===== src/rtl/slm_ram.sv =====
`timescale 1ns / 1ps
// ----------------------------------------------------------------------------
// Generic single-port RAM
// One read or write per cycle, read data registered.
// ----------------------------------------------------------------------------
module slm_ram #(
	parameter int WIDTH = 8,
	parameter int DEPTH = 16,
	localparam int AW = $clog2(DEPTH)
) (
	input  logic             clk,
	input  logic             we,
	input  logic [AW-1:0]    addr,
	input  logic [WIDTH-1:0] wdata,
	output logic [WIDTH-1:0] rdata
);

	logic [WIDTH-1:0] mem [DEPTH];

	// Write port and registered read.
	always_ff @(posedge clk) begin
		if (we) begin
			mem[addr] <= wdata;
		end
		rdata <= mem[addr];
	end

endmodule


===== config.mk =====
export PLATFORM = sky130hd
export DESIGN_NAME = slm_ram
export DESIGN_NICKNAME = d
export VERILOG_FILES = /design/src/rtl/slm_ram.sv
export SDC_FILE = /design/constraint.sdc
export NUM_CORES = 1
export LEC_CHECK = 0
export ABC_CLOCK_PERIOD_IN_PS = 3720
export BUFFER_PORTS_ARGS = -buffer_cell sky130_fd_sc_hd__clkbuf_2
export CAP_MARGIN = 10
export CORE_ASPECT_RATIO = 1.2
export CORE_UTILIZATION = 65
export DETAILED_ROUTE_END_ITERATION = 12
export PLACE_DENSITY = 0.89
export SYNTH_ARGS = -nofsm -noshare
export SYNTH_HDL_FRONTEND = slang
export SYNTH_SLANG_ARGS = --single-unit

===== constraint.sdc =====
create_clock -name clk -period 3.72 [get_ports clk]
set_input_delay 0.372 -clock clk [delete_from_list [all_inputs] [get_ports clk]]
set_output_delay 0.372 -clock clk [all_outputs]
set_load 0.005 [all_outputs]

==> out/metrics.cfg <==
[finish]
area_growth_pct = 14.20
final_cells = 368
drive_above_1_share = 0.3094
fin_area_mm2 = 0.005787
regArea_mm2 = 0.004004
num-fill-cells = 367
diodes = 0
final_cell_mix = 128 x edfxtp_1, 32 x mux4_2, 21 x clkbuf_2, 16 x a22oi_1, 16 x clkbuf_16
multiInputGateArea_mm2 = 0.001003
final_common_cell = edfxtp_1
nNetsFinal = 280

[worst_setup_path]
cp-endpoint = rdata[3]
r2r-start = mem[1][5]
cp-start-kind = primary input
rr_endpoint = rdata[5]
crit_type = primary input to flip-flop
worstPathArrival_ps = 2140
worstPathRequired_ps = 4100
worst-r2r-cell-count = 3
worstSetupStartpoint = addr[0]
r2r_setup_slack_ps = 2330
cp_max_fo = 18
critPathCaptureType = flip-flop

[job]
drv_cap = 0

[cts]
cts_hold_buf = 0
clkTransAtPathRegs_ps = 60
cts_root_buf = clkbuf_8
cts.repair.resized = 0
clk_latency_ps = 520
cts_buffers = 17
cts_tree = yes
cts_max_path_buffers = 2
cts_sinks = 136
postCtsSetupBuffers = 0
cts_max_level = 4

[global_routing]
grt_max_degree = 23
grt-ovfl-total = 0
grt_pass1_vias = 2514
grtUsageTotal = 0.2749
antenna_found_initial = 0
grt_pass1_wl_mm = 14.70

[logic_synthesis]
yosysWarnings = 0
synthesis.instances = 230
synth_area_mm2 = 0.005067
synth_nets = 244
ys_ff_latch = 136
ys_seq_area_frac = 0.7901
synth.avg_cell_area_um2 = 22.03
yosysUniqueCellTypes = 18

[route]
via_count = 2425
wl_met2_mm = 4.824
drt_wl_total_mm = 9.496
drtIter0Drc = 251
drt_pass1_iterations = 5
wl_per_cell_um = 25.80
ant_nets = 0
highest_layer = met4
drt-met1-wl_mm = 3.786
drcViolationCount = 0
avgViaCountPerCell = 6.590
wl_met3_um = 678

[sta]
max_slew_margin = 0.4240
period_share = 0.4736
finClkSkew_ps = 5.319
drv_slew = 0
grt_setup_unrepaired = no
fin_crit_ps = 1762
tns_ps = 0
whs_ps = 269.7
timing.fmax_mhz = 567.6
tightest_slew_ps = 860.8
setup_violations = 0
hold_viol_final = 0

[floorplan]
die-height_um = 98.72
rows = 34
start_util = 0.6846
die_area_mm2 = 0.008154
coreArea_mm2 = 0.007402
die_w_um = 82.60
ios = 22

[pwr]
powerDensity_mw_per_mm2 = 572.5
worst_ir_drop_vdd_mv = 0.4158
p_leak_nw = 1.899

[place]
io_buffers = 21
placed_cell_area_mm2 = 0.005278
gp_congestion = 0.7380
place_hpwl_mm = 5.973
dpl.cell_count = 337

[outcome]
status = finished, final reports clean

[hold_path]
hp-class = primary input to flip-flop

synthesized netlist by cell type:
cell / instances / area share
a22oi_1: 16 / 0.024
and2_1: 1 / 0.0012
buf_1: 4 / 0.0030
buf_2: 2 / 0.0020
buf_6: 2 / 0.0044
clkbuf_1: 2 / 0.0015
clkbuf_2: 1 / 0.00099
dfxtp_1: 8 / 0.032
edfxtp_1: 128 / 0.76
mux4_2: 32 / 0.14
nand2_1: 9 / 0.0067
nand2b_1: 2 / 0.0025
nand3_1: 1 / 0.00099
nand3b_1: 2 / 0.0030
nor2_1: 13 / 0.0096
nor2b_1: 2 / 0.0025
nor3_1: 4 / 0.0040
or3b_2: 1 / 0.0017
cells by family after synthesis:
family / Yosys count / synth area share
DFF: 136 / 0.7901
and+or+nand+nor: 35 / 0.03210
muxes: 32 / 0.1422
AOI/OAI and AO/OA: 16 / 0.02370
buffers and inverters: 11 / 0.01185
state kept, by name, indices dropped and copies added, names as in the netlist:
name	flops
mem	128
rdata	8
worst min path at each step:
stage / startpoint / end / cells past startpoint
2_1_floorplan: wdata[0] / mem[0][0] / 0
5_1_grt: wdata[6] / mem[0][6] / 1
6_report: wdata[6] / mem[2][6] / 1
3_3_place_gp: mem[15][1] / rdata[1] / 3
4_1_cts: wdata[6] / mem[2][6] / 1
3_5_place_dp: mem[15][4] / rdata[4] / 3
layer usage:
| metal | track usage | up-vias |
|---|---|---|
| met5 | 0 | - |
| met4 | 0.1406 | 0 |
| met3 | 0.07315 | 23 |
| met2 | 0.3992 | 122 |
| met1 | 0.3902 | 1248 |
| li1 | - | 1032 |
area by class of cell:
| cell class | instances | area share |
|---|---|---|
| flip-flops and latches | 136 | 0.6919 |
| multi-input cells | 83 | 0.1734 |
| clock buffers | 20 | 0.07351 |
| clock inverters | 11 | 0.01449 |
| repair buffers | 28 | 0.02724 |
| well taps | 90 | 0.01946 |
power breakdown:
part	total [mW]	internal, mW	switching, mW	leakage (nW)
combinational	0.152	0.0629	0.0896	0.432
clock	1.44	0.867	0.569	0.243
sequential	1.72	1.71	0.0102	1.22
through the flow:
stage,setup WS (ps),utilization,total power [mW]
floorplan,1855,-,1.842
global route,1809,0.7818,3.407
global placement,1451,0.7130,1.898
CTS,1917,0.7818,3.333
finish,1958,0.7818,3.313
detailed placement,1397,0.7130,1.906
worst max-delay path, cell delays in order:
cell and delay (ps):
clkbuf_2 470, buf_4 360, mux4_2 530, a22oi_1 250, nand2_1 140
Note: power is estimated with default switching activity, not from simulation.
