**config.mk**
```make
export PLATFORM = sky130hd
export DESIGN_NAME = slm_regs
export DESIGN_NICKNAME = d
export VERILOG_FILES = /design/src/rtl/slm_pkg.sv /design/src/rtl/slm_regs.sv
export SDC_FILE = /design/constraint.sdc
export NUM_CORES = 1
export LEC_CHECK = 0
export ABC_CLOCK_PERIOD_IN_PS = 800
export BUFFER_PORTS_ARGS = -buffer_cell sky130_fd_sc_hd__buf_2
export CORE_UTILIZATION = 23
export CTS_CLUSTER_DIAMETER = 200
export DETAILED_ROUTE_END_ITERATION = 8
export GPL_TIMING_DRIVEN = 0
export HOLD_SLACK_MARGIN = 0.1
export MAX_ROUTING_LAYER = met4
export SLEW_MARGIN = 20
export SYNTH_ARGS = -nofsm -noshare
export SYNTH_HDL_FRONTEND = slang
export SYNTH_SLANG_ARGS = --single-unit
```
**constraint.sdc**
```tcl
create_clock -name clk -period 0.8 [get_ports clk]
set_input_delay 0 -clock clk [delete_from_list [all_inputs] [get_ports clk]]
set_output_delay 0 -clock clk [all_outputs]
set_load 0.02 [all_outputs]
```
**src/rtl/slm_pkg.sv**
```systemverilog
`timescale 1ns / 1ps
// ----------------------------------------------------------------------------
// Socket latency monitor package
// Table sizes, event codes, memory word layouts and hash functions.
// ----------------------------------------------------------------------------
package slm_pkg;

	localparam int SOCKET_ENTRIES = 1024;
	localparam int METRIC_ENTRIES = 4096;
	localparam int SW = $clog2(SOCKET_ENTRIES);
	localparam int MW = $clog2(METRIC_ENTRIES);
	localparam logic [SW:0] SOCK_N = (SW+1)'(SOCKET_ENTRIES);
	localparam logic [MW:0] METRIC_N = (MW+1)'(METRIC_ENTRIES);

	localparam logic [63:0] SLOW_RESET = 64'd1000000;
	localparam logic [63:0] REPORT_RESET = 64'd100000000;
	localparam logic [31:0] CNT_MAX = 32'hFFFF_FFFF;

	// Event codes.
	localparam logic [2:0] FUNC_CREATE  = 3'd0;
	localparam logic [2:0] FUNC_RECEIVE = 3'd1;
	localparam logic [2:0] FUNC_READ    = 3'd2;
	localparam logic [2:0] FUNC_WRITE   = 3'd3;
	localparam logic [2:0] FUNC_SEND    = 3'd4;
	localparam logic [2:0] FUNC_DESTROY = 3'd5;

	// Socket slot status codes.
	localparam logic [1:0] SLOT_EMPTY = 2'd0;
	localparam logic [1:0] SLOT_USED  = 2'd1;
	localparam logic [1:0] SLOT_TOMB  = 2'd2;

	// Register map.
	localparam logic REG_SLOW   = 1'b0;
	localparam logic REG_REPORT = 1'b1;

	typedef struct packed {
		logic [63:0] slow;
		logic [63:0] report;
	} cfg_t;

	typedef struct packed {
		logic [1:0]  status;
		logic [63:0] key;
		logic [63:0] rcv;
		logic [63:0] wr;
	} sock_word_t;

	typedef struct packed {
		logic        valid;
		logic [63:0] owner;
		logic [13:0] tag;
		logic [31:0] count;
	} metric_word_t;

	// Home slot of a socket key, folded and wrapped into the table.
	function automatic logic [SW-1:0] sock_hash(logic [63:0] k);
		logic [63:0] x;
		logic [SW:0] t;
		x = k ^ (k >> 23) ^ (k >> 41);
		t = {1'b0, x[SW-1:0]};
		if (t >= SOCK_N) begin
			t = t - SOCK_N;
		end
		return t[SW-1:0];
	endfunction

	// Home slot of a counter key.
	function automatic logic [MW-1:0] metric_hash(logic [63:0] o, logic [13:0] g);
		logic [63:0] x;
		logic [MW:0] t;
		x = o ^ (o >> 29) ^ (o >> 47) ^ {50'd0, g} ^ {37'd0, g, 13'd0};
		t = {1'b0, x[MW-1:0]};
		if (t >= METRIC_N) begin
			t = t - METRIC_N;
		end
		return t[MW-1:0];
	endfunction

endpackage

```
**src/rtl/slm_regs.sv**
```systemverilog
`timescale 1ns / 1ps
// ----------------------------------------------------------------------------
// Socket latency monitor registers
// APB-style access to the slow and report thresholds.
// ----------------------------------------------------------------------------
module slm_regs (
	input  logic          clk,
	input  logic          arst_n,
	input  logic          psel,
	input  logic          penable,
	input  logic          pwrite,
	input  logic [3:0]    paddr,
	input  logic [63:0]   pwdata,
	output logic [63:0]   prdata,
	output logic          pready,
	output slm_pkg::cfg_t cfg
);
	import slm_pkg::*;

	cfg_t cfg_q;
	logic wr_en;

	assign pready = 1'b1;
	assign wr_en = psel & penable & pwrite;
	assign cfg = cfg_q;

	// Register writes complete in the access phase.
	always_ff @(posedge clk or negedge arst_n) begin
		if (!arst_n) begin
			cfg_q.slow <= SLOW_RESET;
			cfg_q.report <= REPORT_RESET;
		end else if (wr_en) begin
			if (paddr[3] == REG_SLOW) begin
				cfg_q.slow <= pwdata;
			end else begin
				cfg_q.report <= pwdata;
			end
		end
	end

	// Read mux.
	assign prdata = (paddr[3] == REG_SLOW) ? cfg_q.slow : cfg_q.report;

endmodule

```
==> out/results.ini <==
[sta]
setup_viol=288
fin_worst_skew_ps=0
worstMarginPinSlew_ps=518
hold_ws_ps=-471
relSlewSlack_pct=65.4
clock.fmax_mhz=792
fin_ws_ps=-462
grt_setup_unrepaired=yes
slew_viol_final=0
fin_crit_ps=1260
finalCritPeriodShare_pct=158
final_hold_viol_count=114

[cts]
htreeDepth=4
cts_made_buffers=17
cts_tree=yes
cts_sinks=128
postCtsHoldBufs=64
clkLatencyLatePin_ps=400
clockRootBuffer=clkbuf_16
clockBufferDepth=2
clkSlewWorstSetupHoldPaths_ps=60

[pwr]
leakage_nw=6.02
powerDensity_mw_per_mm2=2840
ir_worst_vdd_uv=1330
p_total_mw=34.0

[floorplanning]
fp-row-count=57
die_y_um=161
fp.dieW_um=161
core_mm2=0.0245
start_util_pct=23.7
die_area_mm2=0.0259
io_pins=266

[final_layout]
fillCellCount=1995
drive_above_1_share_pct=85.6
nNetsFinal=893
syn2layout_area_growth_pct=106
largest_reg_flops=128
final_util_pct=48.8

[synth]
ys_warn_count=0
synthCells=344
syn_nets=417
yosysSeqAreaShare_pct=55.5
synth_seq_cells=128
synth_cell_types=11
avgSynthCellArea_um2=16.9
syn_area_mm2=0.00581

[route]
wl_um=21300
drtAntennaViolNets=0
drc=0
routedWlPerCell_um=18.4
vias=4882
drt_iter0_markers=144
dr.pass1.iters=4
via_per_inst=4.22

[grt]
grtUsageMet1_pct=18.8
grt_pass1_wl_um=30500
antenna_found_initial=1
grt_max_degree=66
grt.busiest_layer=met2
grt_usage_pct=15.6
gr-usage-met3_pct=3.49
grt_pass1_vias=5308
grt_overflow=0
grt_use_met2_pct=26.0

[place]
io_buffers=261
dpl_worst_slack_ps=-546
place_congestion=0.757
hpwl_um=11000

[setup_path]
critPathRequiredTime_ps=800
cp.arrival_ps=1260
cp-start-kind=flip-flop
critPathCaptureType=output pin
crit_fanout=3
crit_type=flip-flop to output pin

[min_path]
hp-class=input port to async pin

[run_status]
status=complete, but fails checks
violations=negative hold slack, negative setup slack

[run]
drv_cap=0

-- power breakdown --
group	internal (mW)	switching, mW
combinational	9.86	6.43
clock	5.09	3.04
sequential	8.20	1.34
total	23.2	10.8
-- final timing paths --
kind / start / to / slack (ps) / cells after the start
min in group clk: pwrite / cfg[2]$_DFFE_PN0P_ / 140 / 4
hold / removal: arst_n / cfg[75]$_DFFE_PN0P_ / -470 / 1
hold reg to reg: cfg[43]$_DFFE_PN0P_ / cfg[43]$_DFFE_PN0P_ / 550 / 1
setup / recovery: cfg[35]$_DFFE_PN0P_ / prdata[35] / -460 / 2
max in group asynchronous: arst_n / cfg[24]$_DFFE_PN1P_ / 540 / 2
setup reg to reg: cfg[4]$_DFFE_PN0P_ / cfg[4]$_DFFE_PN0P_ / -210 / 3
-- cell type report --
| cell class | instances | area [um2] | share of cell area (%) |
|---|---|---|---|
| multi-input cells | 195 | 2870 | 23.9 |
| repair buffers | 457 | 4610 | 38.5 |
| plain buffers | 21 | 181 | 1.52 |
| well taps | 324 | 405 | 3.39 |
| flip-flops and latches | 128 | 3300 | 27.5 |
| diodes | 1 | 2.50 | 0.0209 |
| clock buffers | 20 | 457 | 3.81 |
| clock inverters | 12 | 158 | 1.32 |
-- cell usage after synthesis --
cell type / number / area (um2)
buf_2: 7 / 35.0
buf_4: 8 / 60.1
buf_6: 6 / 67.6
conb_1: 1 / 3.75
dfrtp_1: 109 / 2730
dfstp_2: 19 / 499
mux2_1: 5 / 56.3
mux2_2: 127 / 1430
mux2_4: 60 / 901
nand4_4: 1 / 21.3
nand4b_1: 1 / 8.76
-- cell families after synthesis --
| family | Yosys count | share of synthesized area (%) |
|---|---|---|
| DFF | 128 | 55.5 |
| and+or+nand+nor | 2 | 0.517 |
| muxes | 192 | 41.1 |
| other | 1 | 0.0645 |
| buffers and inverters | 21 | 2.80 |
-- critical path: stages, from the launching register on --
cell and delay [ps]:
dfrtp_2 430, mux2_4 280, buf_6 130
-- placed cells by master (no fill, tap or decap), types with 3 or more instances in the layout --
| cell | synthesis | layout |
|---|---|---|
| buf_6 | 6 | 316 |
| mux2_4 | 60 | 179 |
| buf_2 | 7 | 75 |
| dlygate4sd3_1 | 0 | 64 |
| dfrtp_2 | 0 | 56 |
| dfrtp_1 | 109 | 53 |
| buf_4 | 8 | 20 |
| dfstp_2 | 19 | 19 |
| clkbuf_16 | 0 | 17 |
| mux2_2 | 127 | 13 |
| bufinv_16 | 0 | 3 |
| clkinvlp_4 | 0 | 3 |
-- metrics by stage --
stage / std cells / cell area, um2 / hold WS (ps) / setup TNS (ps)
after floorplan: 344 / 6150 / -296 / -6010
after global placement: 929 / 7860 / 246 / -335900
after detailed placement: 930 / 7900 / -21.8 / -79790
after CTS: 1121 / 11400 / -475 / -69710
after global routing: 1158 / 12000 / -460 / -80440
final: 1158 / 12000 / -471 / -71240
-- what timing repair did --
item,4_1_cts,5_1_grt
resized for setup,461,148
endpoints found under the setup margin,241,283
endpoints found under the hold margin,242,114
pin swaps,1,0
setup buffers,95,97
-- layer usage --
layer | up-vias | wire length [um]
met2 | 214 | 10800
met1 | 2455 | 9040
met5 | - | 0
met3 | 30 | 1130
met4 | 0 | 370
li1 | 2183 | -
No activity file was read; power rests on OpenSTA's default activity.
